**config.mk**
```make
export PLATFORM = sky130hd
export DESIGN_NAME = spi_nor_flash_command_sequencer
export DESIGN_NICKNAME = d
export VERILOG_FILES = /design/src/snfcs_pkg.sv /design/src/snfcs_cmd.sv /design/src/snfcs_out.sv /design/src/spi_nor_flash_command_sequencer.sv
export SDC_FILE = /design/constraint.sdc
export NUM_CORES = 1
export LEC_CHECK = 0
export ABC_CLOCK_PERIOD_IN_PS = 6700
export BUFFER_PORTS_ARGS = -buffer_cell sky130_fd_sc_hd__buf_2
export CAP_MARGIN = 40
export CORE_MARGIN = 4
export CORE_UTILIZATION = 55
export DETAILED_ROUTE_END_ITERATION = 8
export PLACE_DENSITY = 0.73
export SLEW_MARGIN = 20
export SYNTH_ARGS = -nofsm -noshare
export SYNTH_HDL_FRONTEND = slang
export SYNTH_HIERARCHICAL = 1
export SYNTH_SLANG_ARGS = --single-unit
```
**constraint.sdc**
```tcl
create_clock -name clk -period 6.7 [get_ports clk]
set_clock_uncertainty 0.2 [all_clocks]
set_input_delay 0.335 -clock clk [delete_from_list [all_inputs] [get_ports clk]]
set_output_delay 0.335 -clock clk [all_outputs]
set_load 0.02 [all_outputs]
```
**src/snfcs_pkg.sv**
```systemverilog
// ----------------------------------------------------------------------------
// snfcs_pkg
// shared types, opcodes and result row helpers for the spi nor command sequencer
// ----------------------------------------------------------------------------
`default_nettype none

package snfcs_pkg;

  localparam int PAGE_BYTES   = 256;
  localparam int SECTOR_BYTES = 4096;
  localparam int PAGE_SHIFT   = $clog2(PAGE_BYTES);
  localparam int SECTOR_SHIFT = $clog2(SECTOR_BYTES);

  localparam int ADDR_W     = 24;
  localparam int COUNT_W    = 16;
  localparam int PAGE_CNT_W = PAGE_SHIFT + 1;
  localparam int MAX_ROWS   = 8;
  localparam int ROW_IDX_W  = 3;
  localparam int ROW_CNT_W  = 4;
  localparam int IN_DATA_W  = 56;
  localparam int OUT_DATA_W = 40;

  typedef enum logic [1:0] {
    KIND_REQUEST = 2'd0,
    KIND_PROGRAM = 2'd1,
    KIND_FLASH   = 2'd2
  } kind_t;

  typedef enum logic [3:0] {
    OP_ID          = 4'd0,
    OP_RDSR        = 4'd1,
    OP_WRSR        = 4'd2,
    OP_WREN        = 4'd3,
    OP_WRDI        = 4'd4,
    OP_PROGRAM     = 4'd5,
    OP_READ        = 4'd6,
    OP_SECTOR_ERASE = 4'd7,
    OP_CHIP_ERASE  = 4'd8,
    OP_POWER_DOWN  = 4'd9,
    OP_RELEASE     = 4'd10
  } op_t;

  typedef enum logic [4:0] {
    PH_IDLE       = 5'd0,
    PH_ID_HI      = 5'd1,
    PH_ID_LO      = 5'd2,
    PH_SR_WAIT    = 5'd3,
    PH_PROG_DATA  = 5'd4,
    PH_PROG_POLL  = 5'd5,
    PH_READ_WAIT  = 5'd6,
    PH_ERASE_PRE  = 5'd7,
    PH_ERASE_POST = 5'd8
  } phase_t;

  localparam logic [7:0] OPC_ID       = 8'h90;
  localparam logic [7:0] OPC_RDSR     = 8'h05;
  localparam logic [7:0] OPC_WRSR     = 8'h01;
  localparam logic [7:0] OPC_WREN     = 8'h06;
  localparam logic [7:0] OPC_WRDI     = 8'h04;
  localparam logic [7:0] OPC_PP       = 8'h02;
  localparam logic [7:0] OPC_READ     = 8'h03;
  localparam logic [7:0] OPC_SE       = 8'h20;
  localparam logic [7:0] OPC_CE       = 8'hC7;
  localparam logic [7:0] OPC_PD       = 8'hB9;
  localparam logic [7:0] OPC_RPD      = 8'hAB;
  localparam logic [7:0] DUMMY_BYTE   = 8'hFF;

  // packed from the lowest bit up: spi_valid first, operation_done last
  typedef struct packed {
    logic        operation_done;
    logic [15:0] device_id;
    logic        id_valid;
    logic [7:0]  read_value;
    logic        read_valid;
    logic        capture_response;
    logic        release_select;
    logic [7:0]  spi_byte;
    logic        spi_valid;
  } row_t;

  typedef struct packed {
    row_t [MAX_ROWS-1:0]  rows;
    logic [ROW_CNT_W-1:0] count;
  } batch_t;

  typedef struct packed {
    logic   load;
    batch_t batch;
  } load_t;

  function automatic row_t spi_row(input logic [7:0] b, input logic rel, input logic cap);
    row_t r;
    r                  = '0;
    r.spi_valid        = 1'b1;
    r.spi_byte         = b;
    r.release_select   = rel;
    r.capture_response = cap;
    return r;
  endfunction

  function automatic row_t done_row();
    row_t r;
    r                = '0;
    r.operation_done = 1'b1;
    return r;
  endfunction

endpackage

`default_nettype wire

```
**src/snfcs_cmd.sv**
```systemverilog
// ----------------------------------------------------------------------------
// snfcs_cmd
// input register, sequencer state and per-item result batch builder
// ----------------------------------------------------------------------------
`default_nettype none

module snfcs_cmd (
  input  wire logic                          clk,
  input  wire logic                          rst_n,
  input  wire logic                          in_tvalid,
  output logic                               in_tready,
  input  wire logic [snfcs_pkg::IN_DATA_W-1:0] in_tdata,
  input  wire logic [1:0]                    in_tuser,
  input  wire logic                          can_load,
  output snfcs_pkg::load_t                   load_o
);

  logic                            inq_valid_r;
  logic [1:0]                      inq_kind_r;
  logic [3:0]                      inq_op_r;
  logic [snfcs_pkg::ADDR_W-1:0]    inq_addr_r;
  logic [snfcs_pkg::COUNT_W-1:0]   inq_count_r;
  logic [7:0]                      inq_db_r;

  snfcs_pkg::phase_t               phase_r, phase_nxt;
  logic [3:0]                      op_r, op_nxt;
  logic [snfcs_pkg::ADDR_W-1:0]    addr_r, addr_nxt;
  logic [snfcs_pkg::COUNT_W-1:0]   bl_r, bl_nxt;
  logic [snfcs_pkg::PAGE_CNT_W-1:0] pbl_r, pbl_nxt;
  logic [7:0]                      idh_r, idh_nxt;

  logic                            take;
  snfcs_pkg::batch_t               bt;
  logic [snfcs_pkg::ROW_CNT_W-1:0] n;
  logic                            do_page, do_poll, do_done, end_page;
  logic [snfcs_pkg::ADDR_W-1:0]    ea;
  logic [snfcs_pkg::COUNT_W-1:0]   dec_bl;
  logic [snfcs_pkg::PAGE_CNT_W-1:0] room;

  assign take      = inq_valid_r && can_load;
  assign in_tready = !inq_valid_r || can_load;

  always_ff @(posedge clk) begin
    if (!rst_n) begin
      inq_valid_r <= 1'b0;
    end else if (in_tready) begin
      inq_valid_r <= in_tvalid;
    end
  end

  always_ff @(posedge clk) begin
    if (in_tready && in_tvalid) begin
      inq_kind_r  <= in_tuser;
      inq_op_r    <= in_tdata[3:0];
      inq_addr_r  <= in_tdata[27:4];
      inq_count_r <= in_tdata[43:28];
      inq_db_r    <= in_tdata[51:44];
    end
  end

  always_ff @(posedge clk) begin
    if (!rst_n) begin
      phase_r <= snfcs_pkg::PH_IDLE;
      op_r    <= '0;
      addr_r  <= '0;
      bl_r    <= '0;
      pbl_r   <= '0;
      idh_r   <= '0;
    end else if (take) begin
      phase_r <= phase_nxt;
      op_r    <= op_nxt;
      addr_r  <= addr_nxt;
      bl_r    <= bl_nxt;
      pbl_r   <= pbl_nxt;
      idh_r   <= idh_nxt;
    end
  end

  always_comb begin
    phase_nxt = phase_r;
    op_nxt    = op_r;
    addr_nxt  = addr_r;
    bl_nxt    = bl_r;
    pbl_nxt   = pbl_r;
    idh_nxt   = idh_r;
    bt        = '0;
    n         = '0;
    do_page   = 1'b0;
    do_poll   = 1'b0;
    do_done   = 1'b0;
    end_page  = (pbl_r <= snfcs_pkg::PAGE_CNT_W'(1));
    dec_bl    = bl_r - snfcs_pkg::COUNT_W'(1);
    ea        = addr_r;
    room      = '0;

    case (inq_kind_r)
      snfcs_pkg::KIND_REQUEST: begin
        if (phase_r == snfcs_pkg::PH_IDLE) begin
          op_nxt = inq_op_r;
          case (inq_op_r)
            snfcs_pkg::OP_ID: begin
              bt.rows[0] = snfcs_pkg::spi_row(snfcs_pkg::OPC_ID, 1'b0, 1'b0);
              bt.rows[1] = snfcs_pkg::spi_row(8'h00, 1'b0, 1'b0);
              bt.rows[2] = snfcs_pkg::spi_row(8'h00, 1'b0, 1'b0);
              bt.rows[3] = snfcs_pkg::spi_row(8'h00, 1'b0, 1'b0);
              bt.rows[4] = snfcs_pkg::spi_row(snfcs_pkg::DUMMY_BYTE, 1'b0, 1'b1);
              bt.rows[5] = snfcs_pkg::spi_row(snfcs_pkg::DUMMY_BYTE, 1'b1, 1'b1);
              n          = snfcs_pkg::ROW_CNT_W'(6);
              phase_nxt  = snfcs_pkg::PH_ID_HI;
            end
            snfcs_pkg::OP_RDSR: begin
              do_poll   = 1'b1;
              phase_nxt = snfcs_pkg::PH_SR_WAIT;
            end
            snfcs_pkg::OP_WRSR: begin
              bt.rows[0] = snfcs_pkg::spi_row(snfcs_pkg::OPC_WRSR, 1'b0, 1'b0);
              bt.rows[1] = snfcs_pkg::spi_row(inq_db_r, 1'b1, 1'b0);
              n          = snfcs_pkg::ROW_CNT_W'(2);
              do_done    = 1'b1;
            end
            snfcs_pkg::OP_WREN: begin
              bt.rows[0] = snfcs_pkg::spi_row(snfcs_pkg::OPC_WREN, 1'b1, 1'b0);
              n          = snfcs_pkg::ROW_CNT_W'(1);
              do_done    = 1'b1;
            end
            snfcs_pkg::OP_WRDI: begin
              bt.rows[0] = snfcs_pkg::spi_row(snfcs_pkg::OPC_WRDI, 1'b1, 1'b0);
              n          = snfcs_pkg::ROW_CNT_W'(1);
              do_done    = 1'b1;
            end
            snfcs_pkg::OP_POWER_DOWN: begin
              bt.rows[0] = snfcs_pkg::spi_row(snfcs_pkg::OPC_PD, 1'b1, 1'b0);
              n          = snfcs_pkg::ROW_CNT_W'(1);
              do_done    = 1'b1;
            end
            snfcs_pkg::OP_RELEASE: begin
              bt.rows[0] = snfcs_pkg::spi_row(snfcs_pkg::OPC_RPD, 1'b1, 1'b0);
              n          = snfcs_pkg::ROW_CNT_W'(1);
              do_done    = 1'b1;
            end
            snfcs_pkg::OP_PROGRAM: begin
              addr_nxt = inq_addr_r;
              bl_nxt   = inq_count_r;
              ea       = inq_addr_r;
              if (inq_count_r == '0) begin
                do_done = 1'b1;
              end else begin
                do_page = 1'b1;
              end
            end
            snfcs_pkg::OP_READ: begin
              addr_nxt   = inq_addr_r;
              bl_nxt     = inq_count_r;
              bt.rows[0] = snfcs_pkg::spi_row(snfcs_pkg::OPC_READ, 1'b0, 1'b0);
              bt.rows[1] = snfcs_pkg::spi_row(inq_addr_r[23:16], 1'b0, 1'b0);
              bt.rows[2] = snfcs_pkg::spi_row(inq_addr_r[15:8], 1'b0, 1'b0);
              bt.rows[3] = snfcs_pkg::spi_row(inq_addr_r[7:0], inq_count_r == '0, 1'b0);
              if (inq_count_r == '0) begin
                n       = snfcs_pkg::ROW_CNT_W'(4);
                do_done = 1'b1;
              end else begin
                bt.rows[4] = snfcs_pkg::spi_row(snfcs_pkg::DUMMY_BYTE,
                                                inq_count_r == snfcs_pkg::COUNT_W'(1), 1'b1);
                n          = snfcs_pkg::ROW_CNT_W'(5);
                phase_nxt  = snfcs_pkg::PH_READ_WAIT;
              end
            end
            snfcs_pkg::OP_SECTOR_ERASE, snfcs_pkg::OP_CHIP_ERASE: begin
              // sector index to byte address, wrapping in 24 bits
              addr_nxt   = snfcs_pkg::ADDR_W'(inq_addr_r << snfcs_pkg::SECTOR_SHIFT);
              bt.rows[0] = snfcs_pkg::spi_row(snfcs_pkg::OPC_WREN, 1'b1, 1'b0);
              n          = snfcs_pkg::ROW_CNT_W'(1);
              do_poll    = 1'b1;
              phase_nxt  = snfcs_pkg::PH_ERASE_PRE;
            end
            default: begin
              do_done = 1'b1;
            end
          endcase
        end
      end
      snfcs_pkg::KIND_PROGRAM: begin
        if (phase_r == snfcs_pkg::PH_PROG_DATA) begin
          bt.rows[0] = snfcs_pkg::spi_row(inq_db_r, end_page, 1'b0);
          n          = snfcs_pkg::ROW_CNT_W'(1);
          addr_nxt   = addr_r + snfcs_pkg::ADDR_W'(1);
          bl_nxt     = dec_bl;
          pbl_nxt    = end_page ? '0 : pbl_r - snfcs_pkg::PAGE_CNT_W'(1);
          if (end_page) begin
            do_poll   = 1'b1;
            phase_nxt = snfcs_pkg::PH_PROG_POLL;
          end
        end
      end
      snfcs_pkg::KIND_FLASH: begin
        case (phase_r)
          snfcs_pkg::PH_ID_HI: begin
            idh_nxt   = inq_db_r;
            phase_nxt = snfcs_pkg::PH_ID_LO;
          end
          snfcs_pkg::PH_ID_LO: begin
            bt.rows[0].id_valid       = 1'b1;
            bt.rows[0].device_id      = {idh_r, inq_db_r};
            bt.rows[0].operation_done = 1'b1;
            n                         = snfcs_pkg::ROW_CNT_W'(1);
            phase_nxt                 = snfcs_pkg::PH_IDLE;
          end
          snfcs_pkg::PH_SR_WAIT: begin
            bt.rows[0].read_valid     = 1'b1;
            bt.rows[0].read_value     = inq_db_r;
            bt.rows[0].operation_done = 1'b1;
            n                         = snfcs_pkg::ROW_CNT_W'(1);
            phase_nxt                 = snfcs_pkg::PH_IDLE;
          end
          snfcs_pkg::PH_PROG_POLL: begin
            if (inq_db_r[0]) begin
              do_poll = 1'b1;
            end else if (bl_r == '0) begin
              do_done = 1'b1;
            end else begin
              do_page = 1'b1;
            end
          end
          snfcs_pkg::PH_READ_WAIT: begin
            bt.rows[0].read_valid = 1'b1;
            bt.rows[0].read_value = inq_db_r;
            n                     = snfcs_pkg::ROW_CNT_W'(1);
            addr_nxt              = addr_r + snfcs_pkg::ADDR_W'(1);
            bl_nxt                = dec_bl;
            if (dec_bl == '0) begin
              bt.rows[0].operation_done = 1'b1;
              phase_nxt                 = snfcs_pkg::PH_IDLE;
            end else begin
              bt.rows[1] = snfcs_pkg::spi_row(snfcs_pkg::DUMMY_BYTE,
                                              dec_bl == snfcs_pkg::COUNT_W'(1), 1'b1);
              n          = snfcs_pkg::ROW_CNT_W'(2);
            end
          end
          snfcs_pkg::PH_ERASE_PRE: begin
            do_poll = 1'b1;
            if (!inq_db_r[0]) begin
              if (op_r == snfcs_pkg::OP_CHIP_ERASE) begin
                bt.rows[0] = snfcs_pkg::spi_row(snfcs_pkg::OPC_CE, 1'b1, 1'b0);
                n          = snfcs_pkg::ROW_CNT_W'(1);
              end else begin
                bt.rows[0] = snfcs_pkg::spi_row(snfcs_pkg::OPC_SE, 1'b0, 1'b0);
                bt.rows[1] = snfcs_pkg::spi_row(addr_r[23:16], 1'b0, 1'b0);
                bt.rows[2] = snfcs_pkg::spi_row(addr_r[15:8], 1'b0, 1'b0);
                bt.rows[3] = snfcs_pkg::spi_row(addr_r[7:0], 1'b1, 1'b0);
                n          = snfcs_pkg::ROW_CNT_W'(4);
              end
              phase_nxt = snfcs_pkg::PH_ERASE_POST;
            end
          end
          snfcs_pkg::PH_ERASE_POST: begin
            if (inq_db_r[0]) begin
              do_poll = 1'b1;
            end else begin
              do_done = 1'b1;
            end
          end
          default: begin
          end
        endcase
      end
      default: begin
      end
    endcase

    // page start: write enable, page program and address, bounded at the page edge
    if (do_page) begin
      room = snfcs_pkg::PAGE_CNT_W'(snfcs_pkg::PAGE_BYTES)
           - {1'b0, ea[snfcs_pkg::PAGE_SHIFT-1:0]};
      if (bl_nxt < snfcs_pkg::COUNT_W'(room)) begin
        pbl_nxt = bl_nxt[snfcs_pkg::PAGE_CNT_W-1:0];
      end else begin
        pbl_nxt = room;
      end
      bt.rows[0] = snfcs_pkg::spi_row(snfcs_pkg::OPC_WREN, 1'b1, 1'b0);
      bt.rows[1] = snfcs_pkg::spi_row(snfcs_pkg::OPC_PP, 1'b0, 1'b0);
      bt.rows[2] = snfcs_pkg::spi_row(ea[23:16], 1'b0, 1'b0);
      bt.rows[3] = snfcs_pkg::spi_row(ea[15:8], 1'b0, 1'b0);
      bt.rows[4] = snfcs_pkg::spi_row(ea[7:0], 1'b0, 1'b0);
      n          = snfcs_pkg::ROW_CNT_W'(5);
      phase_nxt  = snfcs_pkg::PH_PROG_DATA;
    end

    // status poll frame always closes the batch
    if (do_poll) begin
      bt.rows[n[snfcs_pkg::ROW_IDX_W-1:0]] = snfcs_pkg::spi_row(snfcs_pkg::OPC_RDSR, 1'b0, 1'b0);
      n = n + snfcs_pkg::ROW_CNT_W'(1);
      bt.rows[n[snfcs_pkg::ROW_IDX_W-1:0]] =
        snfcs_pkg::spi_row(snfcs_pkg::DUMMY_BYTE, 1'b1, 1'b1);
      n = n + snfcs_pkg::ROW_CNT_W'(1);
    end

    if (do_done) begin
      bt.rows[n[snfcs_pkg::ROW_IDX_W-1:0]] = snfcs_pkg::done_row();
      n         = n + snfcs_pkg::ROW_CNT_W'(1);
      phase_nxt = snfcs_pkg::PH_IDLE;
    end

    bt.count     = n;
    load_o.load  = take;
    load_o.batch = bt;
  end

endmodule

`default_nettype wire

```
**src/snfcs_out.sv**
```systemverilog
// ----------------------------------------------------------------------------
// snfcs_out
// result batch register, hands out one result row per cycle while out_tready is high
// ----------------------------------------------------------------------------
`default_nettype none

module snfcs_out (
  input  wire logic                             clk,
  input  wire logic                             rst_n,
  input  wire snfcs_pkg::load_t                 load_i,
  output logic                                  can_load,
  output logic                                  out_tvalid,
  input  wire logic                             out_tready,
  output logic [snfcs_pkg::OUT_DATA_W-1:0]      out_tdata,
  output logic                                  out_tlast
);

  snfcs_pkg::row_t [snfcs_pkg::MAX_ROWS-1:0] rows_r;
  logic [snfcs_pkg::ROW_CNT_W-1:0]           cnt_r;
  logic [snfcs_pkg::ROW_IDX_W-1:0]           idx_r;
  logic                                      finishing;
  snfcs_pkg::row_t                           row;

  assign out_tvalid = (cnt_r != '0);
  assign out_tlast  = ({1'b0, idx_r} == cnt_r - snfcs_pkg::ROW_CNT_W'(1));
  assign finishing  = out_tvalid && out_tready && out_tlast;
  assign can_load   = !out_tvalid || finishing;
  assign row        = rows_r[idx_r];
  assign out_tdata  = {(snfcs_pkg::OUT_DATA_W - $bits(snfcs_pkg::row_t))'(0), row};

  always_ff @(posedge clk) begin
    if (!rst_n) begin
      cnt_r <= '0;
      idx_r <= '0;
    end else if (load_i.load) begin
      cnt_r <= load_i.batch.count;
      idx_r <= '0;
    end else if (finishing) begin
      cnt_r <= '0;
      idx_r <= '0;
    end else if (out_tvalid && out_tready) begin
      idx_r <= idx_r + snfcs_pkg::ROW_IDX_W'(1);
    end
  end

  always_ff @(posedge clk) begin
    if (load_i.load) begin
      rows_r <= load_i.batch.rows;
    end
  end

endmodule

`default_nettype wire

```
**src/spi_nor_flash_command_sequencer.sv**
```systemverilog
// order: an accepted item is registered in the input register and decoded from there; its
//   result batch is loaded into the result buffer register when that is free, which offers the first result item
// throughput: one input item per cycle while the result buffer can take a batch; an item with
//   n result items holds the buffer until its last row leaves, one per cycle with out_tready high
// reset: rst_n low at a clock edge clears the sequencer to idle and drops queued items
// ----------------------------------------------------------------------------
// spi_nor_flash_command_sequencer
// turns host flash operations into spi byte frames for a 24-bit-address nor flash
// ----------------------------------------------------------------------------
`default_nettype none

module spi_nor_flash_command_sequencer (
  input  wire logic                             clk,
  input  wire logic                             rst_n,
  // input items
  input  wire logic                             in_tvalid,
  output logic                                  in_tready,
  // operation[3:0], start_address[27:4], byte_count[43:28], data_byte[51:44]
  input  wire logic [snfcs_pkg::IN_DATA_W-1:0]  in_tdata,
  // kind[1:0]
  input  wire logic [1:0]                       in_tuser,
  // result items
  output logic                                  out_tvalid,
  input  wire logic                             out_tready,
  // spi_valid[0], spi_byte[8:1], release_select[9], capture_response[10],
  // read_valid[11], read_value[19:12], id_valid[20], device_id[36:21],
  // operation_done[37]
  output logic [snfcs_pkg::OUT_DATA_W-1:0]      out_tdata,
  // last result item caused by one input item
  output logic                                  out_tlast
);

  // batch handoff from the decoder to the result buffer
  snfcs_pkg::load_t load;
  logic             can_load;

  // input register, sequencer phase and address/count state, batch builder
  snfcs_cmd u_cmd (
    .clk       (clk),
    .rst_n     (rst_n),
    .in_tvalid (in_tvalid),
    .in_tready (in_tready),
    .in_tdata  (in_tdata),
    .in_tuser  (in_tuser),
    .can_load  (can_load),
    .load_o    (load)
  );

  // result buffer: takes a new batch when empty or in the cycle its last row leaves
  snfcs_out u_out (
    .clk        (clk),
    .rst_n      (rst_n),
    .load_i     (load),
    .can_load   (can_load),
    .out_tvalid (out_tvalid),
    .out_tready (out_tready),
    .out_tdata  (out_tdata),
    .out_tlast  (out_tlast)
  );

endmodule

`default_nettype wire

```
==> results.md, run 1 <==
- Post-synthesis area per instance: 12.2 um^2
- Worst EP arrival: 6.01 ns
- MaxCap Viol Count: 0
- Vias per cell: 5.79
- Antenna cell count: 0
- Worst setup EP type: flip-flop
- Area leader, netlist: edfxtp_1
- Cell Int Power: 4.72 mW
- Final Setup Violations: 0
- Worst-path maximum fanout: 30
- Clk pwr share: 39.0%
- Clock Path Buffers: 3
- Pin count of the biggest net entering global routing: 136
- Synth warn: 6
- Synth cell types: 95
- Placed cell count: 2397
- Post-place instance area: 22900 um^2
- Fin crit period: 5.75 ns
- HPWL after DPL: 34.7 mm
- Pre-CTS setup slack: 0.992 ns
- Fmax: 174 MHz
- Latest clock arrival within the worst-skew pair: 0.57 ns
- # nets final: 2058
- Sw power: 1.48 mW
- Cells taking the most area after synthesis: edfxtp_1 (47%), mux4_2 (7.5%), buf_4 (7.2%), dfxtp_1 (6.4%), mux2_2 (2.9%)
- Number of synthesized flops with an enable pin: 358
- Synthesized area: 22700 um^2
- P_leak: 9.31 nW
- CTS tree: done
- H-tree levels: 2
- Share of cells above drive strength 1: 18.7%
- Initial DRC Count: 1849
- Gr ovfl total: 0
- TritonCTS Buffers: 45
- CP Launch Type: flip-flop
- Comb power frac: 10.4%
- Status: complete, no violations
- Main synth FF type: edfxtp_1
- Final Hold Viols: 0
- Post-route clock period utilization: 85.8%
- Critical setup path kind: flip-flop to flip-flop
- All-layer global routing usage: 23.5%
- Initial Utilization: 55.7%
- DIE AREA: 44600 um^2
- Pre-Repair DR Iteration Count: 6
- Worst Hold Class: flip-flop to flip-flop
- IO buf count: 98
- Vias in the first global route: 14600
- I/O Pins: 105
- Die Width: 211 um
- Number of routed nets with antenna violations: 0
- P&R area growth vs syn: 9.26%
- Power per cell area: 250 nW/um^2
- Commonest cells post-synth: edfxtp_1 (358), buf_4 (217), nand2_1 (142), o21ai_0 (107), nor2_1 (87)
- Share of flip-flops with an asynchronous set or reset: 0%
- CTS clk-pin slew, worst paths: 0.06 ns
- Root Driver: clkbuf_16
- WP data required: 6.95 ns
- Antenna violations before repair: 1
- FF+latch count, synth: 431
- Post-route cell area: 24800 um^2
- Area share of the largest cell type after synthesis: 47.3%
- Setup TNS: 0 ns
- Switch share: 23.9%
- Util after Layout: 60.8%
- Max VDD drop: 0.000207 V
- First-pass GRT wire length: 82.0 mm
- Worst Hold Slack: 0.267 ns
- Most frequent cell after synthesis: edfxtp_1
- Routability congestion estimate: 0.909
- Sequential share of power: 50.6%
- Slew headroom: 41.3%
- Post-CTS setup buffers: 0
- Total Power: 6.20 mW
- Core box area: 40800 um^2
- Mapped Cells: 1863
- Fin cells: 2536
- Die H: 211 um
- Min setup slack post-route: 0.949 ns
- DRT Wirelength: 52.2 mm
- Register area share after synthesis: 53.7%
- CTS sink count: 431
- Pins over their slew limit: 0
- FP Rows: 74
- Worst-Margin Slew: 0.878 ns
- RSZ-0062 raised after global routing: no
- Via count: 14700
- Avg WL per Cell: 20.6 um
- DRC errors left: 0
registers in the layout, indices dropped and copies added, names as in the netlist, 8 cells and up:
register,cells
u_cmd/addr_r,24
u_cmd/bl_r,16
u_cmd/idh_r,8
u_cmd/inq_addr_r,24
u_cmd/inq_count_r,16
u_cmd/inq_db_r,8
u_cmd/pbl_r,9
u_out/rows_r,304
placed cells by master, fill, tap and decap left out, drive strengths merged, types with 17 or more instances in the layout:
master / instances
edfxtp: 358
dfxtp: 73
clkinv: 18
conb: 188
nor2: 87
mux4: 76
a31oi: 17
o21ai: 110
nor4: 17
nand2b: 22
ha: 28
inv: 39
nor3: 35
mux2i: 33
a21oi: 72
clkbuf: 62
xnor2: 20
nand3: 31
nor2b: 18
nand4: 19
buf: 135
and2: 46
nand2: 143
mux2: 58
dlygate4sd3: 56
cells by family after synthesis:
group	after synthesis	share of synthesized area, %
buf+inv	359	9.88
xor+xnor	36	1.42
mux	167	11.9
flops	431	53.7
compound gates	355	10.5
other cells	2	0.0330
fa+ha+maj	28	1.54
simple gates	485	11.0
critical path, stage by stage, from the launching register on:
cell	delay (ns)
dfxtp_1	0.29
buf_4	0.19
or4_4	0.61
or4_4	0.77
mux2i_1	0.48
ha_1	0.30
and3b_1	0.19
xor2_1	0.07
mux2i_1	0.26
inv_1	0.08
ha_1	0.27
and4_1	0.21
a31oi_1	0.18
o41ai_1	0.10
a2111oi_0	0.31
nand4_1	0.16
nor4b_2	0.28
buf_4	0.25
nor2_1	0.06
o311a_1	0.32
cell type report:
cell class	instances	area, um^2
fillers	3192	16000
flip-flops and latches	431	12200
multi-input cells	1259	9000
repair buffers	191	1360
clock buffers	62	1210
well taps	532	666
clock inverters	21	210
inverters	40	158
worst paths after layout:
| check | start | to | slack, ns | cells past startpoint |
|---|---|---|---|---|
| max reg2reg | u_cmd/phase_r[0] | u_cmd/pbl_r[6] | 0.95 | 19 |
| max | u_cmd/phase_r[0] | u_cmd/pbl_r[6] | 0.95 | 19 |
| min reg2reg | u_cmd/op_r[0] | u_cmd/op_r[0] | 0.27 | 2 |
| min | u_cmd/op_r[0] | u_cmd/op_r[0] | 0.27 | 2 |
per-layer routing:
| layer | vias up | routed length [um] | global-route usage [%] |
|---|---|---|---|
| met2 | 626 | 25700 | 39.7 |
| met5 | - | 13 | 0 |
| met1 | 7097 | 20700 | 31.4 |
| li1 | 6836 | - | - |
| met4 | 2 | 1890 | 8.16 |
| met3 | 130 | 3890 | 3.48 |
timing repair:
item                                   CTS  global route
hold buffers                            56             0
endpoints found under the hold margin   57             0
resized for setup                        0             0
power by group through the flow:
stage	registers, mW	clock network, mW	logic (mW)
after CTS	3.13	2.48	0.638
after detailed placement	3.19	0	0.610
after global routing	3.14	2.60	0.710
final	3.13	2.42	0.644
after global placement	3.18	0	0.601
after floorplan	3.15	0	0.536
Power figures use the tool's default switching activity.
==> run 2: changes to the inputs <==
ABC_AREA = 1   (was not set)
==> results.md, run 2 <==
- Worst-Margin Slew: 0.893 ns (was 0.878 ns)
- # fillers: 3461 (was 3192)
- Register area: 12200 um^2 (about the same)
- Worst Hold Class: input port to flip-flop (was flip-flop to flip-flop)
- TritonCTS Buffers: 46 (was 45)
- FF+latch count, synth: 431 (unchanged)
- Status: complete, no violations (unchanged)
- Post-synthesis area per instance: 9.37 um^2 (was 12.2 um^2)
- Vias per cell: 5.44 (was 5.79)
- Clock Path Buffers: 3 (unchanged)
- Main synth FF type: edfxtp_1 (unchanged)
- Register area share after synthesis: 53.4% (was 53.7%)
- Max VDD drop: 0.000186 V (was 0.000207 V)
- Number of routed nets with antenna violations: 0 (unchanged)
- P&R area growth vs syn: 8.96% (was 9.26%)
- Die H: 212 um (was 211 um)
- Synth cell types: 63 (was 95)
- Mapped Cells: 2442 (was 1863)
- IO buf count: 98 (unchanged)
- Root Driver: clkbuf_16 (unchanged)
- Number of synthesized flops with an enable pin: 358 (unchanged)
- H-tree levels: 2 (unchanged)
- I/O Pins: 105 (unchanged)
- Pre-Repair DR Iteration Count: 6 (unchanged)
- Slew headroom: 40.3% (was 41.3%)
- Reg with most FFs: u_out/rows_r (unchanged)
- Worst-path maximum fanout: 33 (was 30)
- Setup TNS: 0 ns (unchanged)
- Vias in the first global route: 16300 (was 14600)
- CTS sink count: 431 (unchanged)
- Pin count of the biggest net entering global routing: 155 (was 136)
- Latest clock arrival within the worst-skew pair: 0.58 ns (was 0.57 ns)
- CTS clk-pin slew, worst paths: 0.06 ns (about the same)
- FP Rows: 74 (unchanged)
- HPWL after DPL: 35.5 mm (was 34.7 mm)
- Slowest cell on the critical path: edfxtp_1 (was or4_4)
- Worst EP arrival: 4.81 ns (was 6.01 ns)
- Commonest cells post-synth: nand2_1 (372), edfxtp_1 (358), nor2_1 (283), o21ai_0 (256), buf_4 (222) (was edfxtp_1 (358), buf_4 (217), nand2_1 (142), o21ai_0 (107), nor2_1 (87))
- Synthesized area: 22900 um^2 (was 22700 um^2)
- Initial Utilization: 55.8% (was 55.7%)
- Share of cells above drive strength 1: 12.0% (was 18.7%)
- Final Setup Violations: 0 (unchanged)
- Post-place instance area: 22800 um^2 (was 22900 um^2)
- P_leak: 10.3 nW (was 9.31 nW)
- CTS tree: done (unchanged)
- DRC errors left: 0 (unchanged)
- Post-route cell area: 24900 um^2 (was 24800 um^2)
- CP Launch Type: flip-flop (unchanged)
- Cells taking the most area after synthesis: edfxtp_1 (47%), buf_4 (7.3%), dfxtp_1 (6.4%), nand2_1 (6.1%), o21ai_0 (5.6%) (was edfxtp_1 (47%), mux4_2 (7.5%), buf_4 (7.2%), dfxtp_1 (6.4%), mux2_2 (2.9%))
- First-pass GRT wire length: 86.6 mm (was 82.0 mm)
- Avg WL per Cell: 17.7 um (was 20.6 um)
- Routability congestion estimate: 0.926 (was 0.909)
- RSZ-0062 raised after global routing: no (unchanged)
- Final Hold Viols: 0 (unchanged)
- WP data required: 7.02 ns (was 6.95 ns)
- # nets final: 2629 (was 2058)
- All-layer global routing usage: 24.2% (was 23.5%)
- Die Width: 212 um (was 211 um)
- Area taken by multi-input logic gates: 8340 um^2 (was 9000 um^2)
- Antenna cell count: 0 (unchanged)
- Post-route clock period utilization: 67.0% (was 85.8%)
- Pins over their slew limit: 0 (unchanged)
- Via count: 16900 (was 14700)
- Critical setup path kind: flip-flop to flip-flop (unchanged)
- DIE AREA: 44900 um^2 (was 44600 um^2)
- Synth warn: 6 (unchanged)
- Commonest non-fill, non-tap cell in the layout: nand2_1 (was edfxtp_1)
- Gr ovfl total: 0 (unchanged)
- Number of flip-flops in the largest register: 304 (unchanged)
- Crit-path max cell delay: 0.49 ns (was 0.77 ns)
- Area leader, netlist: edfxtp_1 (unchanged)
- Worst setup EP type: flip-flop (unchanged)
- Initial DRC Count: 1522 (was 1849)
- Regs by FF count: u_out/rows_r (304), u_cmd/addr_r (24), u_cmd/inq_addr_r (24) (unchanged)
- Antenna violations before repair: 1 (unchanged)
- MaxCap Viol Count: 0 (unchanged)
- Critical-path cell list: inv_1 -> ha_1 -> inv_1 -> nor2_1 -> inv_1 -> nor2_1 -> nand2_1 -> nand2_4 -> inv_2 -> nand2_2 -> ha_1 -> nand3_4 -> nand3_1 -> nand2_2 -> nand4_1 -> ha_1 -> o21ai_2 -> nand3_1 -> nand2_1 (was buf_4 -> or4_4 -> or4_4 -> mux2i_1 -> ha_1 -> and3b_1 -> xor2_1 -> mux2i_1 -> inv_1 -> ha_1 -> and4_1 -> a31oi_1 -> o41ai_1 -> a2111oi_0 -> nand4_1 -> nor4b_2 -> buf_4 -> nor2_1 -> o311a_1)
- DRT Wirelength: 55.0 mm (was 52.2 mm)
- Fin crit period: 4.49 ns (was 5.75 ns)
- Most frequent cell after synthesis: nand2_1 (was edfxtp_1)
- Core box area: 41000 um^2 (was 40800 um^2)
- Share of flip-flops with an asynchronous set or reset: 0% (unchanged)
- Area share of the largest cell type after synthesis: 47.0% (was 47.3%)
- Most frequent cells in the layout: nand2_1 (372), edfxtp_1 (358), nor2_1 (283), o21ai_0 (256), inv_1 (190) (was edfxtp_1 (358), conb_1 (188), nand2_1 (142), o21ai_0 (106), buf_2 (100))
- Fmax: 223 MHz (was 174 MHz)
- Power per cell area: 257 nW/um^2 (was 250 nW/um^2)
==> run 2: worst max-delay path: cells and delay by family (launching register included) <==
kind,cells,cell delay (ns)
AND/OR/NAND/NOR,11,1.83
flip-flops,1,0.49
buffers and inverters,4,0.71
AO/OA/AOI/OAI,1,0.13
adder cells (fa/ha/maj),3,1.08
==> run 2: metrics by stage <==
| stage | hold WS, ns | setup slack [ns] | power, mW | util (%) | cells |
|---|---|---|---|---|---|
| 2_1_floorplan | 0.234 | 1.77 | 3.78 | - | 2628 |
| 3_3_place_gp | 0.276 | 1.98 | 3.89 | 55.3 | 2956 |
| 3_5_place_dp | 0.284 | 1.85 | 3.92 | 55.6 | 2962 |
| 4_1_cts | 0.151 | 1.84 | 6.44 | 60.5 | 3102 |
| 5_1_grt | 0.194 | 1.84 | 6.66 | 60.8 | 3107 |
| 6_report | 0.187 | 2.21 | 6.40 | 60.8 | 3107 |
==> run 2: worst paths after layout <==
| path | end | cells after the start | startpoint | slack, ns |
|---|---|---|---|---|
| worst min register to register | u_out/cnt_r[3] | 2 | u_out/cnt_r[3] | 0.29 |
| worst max register to register | u_out/cnt_r[3] | 19 | u_cmd/inq_kind_r[0] | 2.21 |
| worst min-delay path | u_cmd/addr_r[21] | 4 | rst_n | 0.19 |
| worst max-delay path | u_out/cnt_r[3] | 19 | u_cmd/inq_kind_r[0] | 2.21 |
==> run 2: layout make-up <==
class                   instances  area share [%]
clock inverters                24            1.08
well taps                     532            2.67
repair buffers                178            5.48
flip-flops and latches        431            49.0
multi-input cells            1655            33.4
clock buffers                  60            4.83
inverters                     227            3.51
==> run 2: repair_timing <==
action,in CTS,in global routing
hold buffers,56,0
gates resized for setup,0,0
setup buffers,0,0
hold endpoints to repair,56,0
==> run 2: kinds of logic (layout without fill, tap and decap cells) <==
kind of cell,Yosys count,count (layout),synth area share [%]
fa+ha+maj,28,28,1.53
compound gates,573,573,14.4
simple gates,843,843,16.5
xor+xnor,23,23,0.880
other cells,2,188,0.0328
buf+inv,542,489,13.3
flops,431,431,53.4
==> run 2: power by group <==
part / internal [mW] / switching, mW
Sequential: 3.07 / 0.0717
Combinational: 0.238 / 0.530
Clock: 1.46 / 1.03
==> run 2: per-layer routing <==
metal	up-vias	global-route usage [%]	wire, um
met5	-	0	13
met4	2	9.30	2190
met3	133	3.90	3500
met2	600	41.3	27100
met1	7985	31.3	22200
li1	8182	-	-
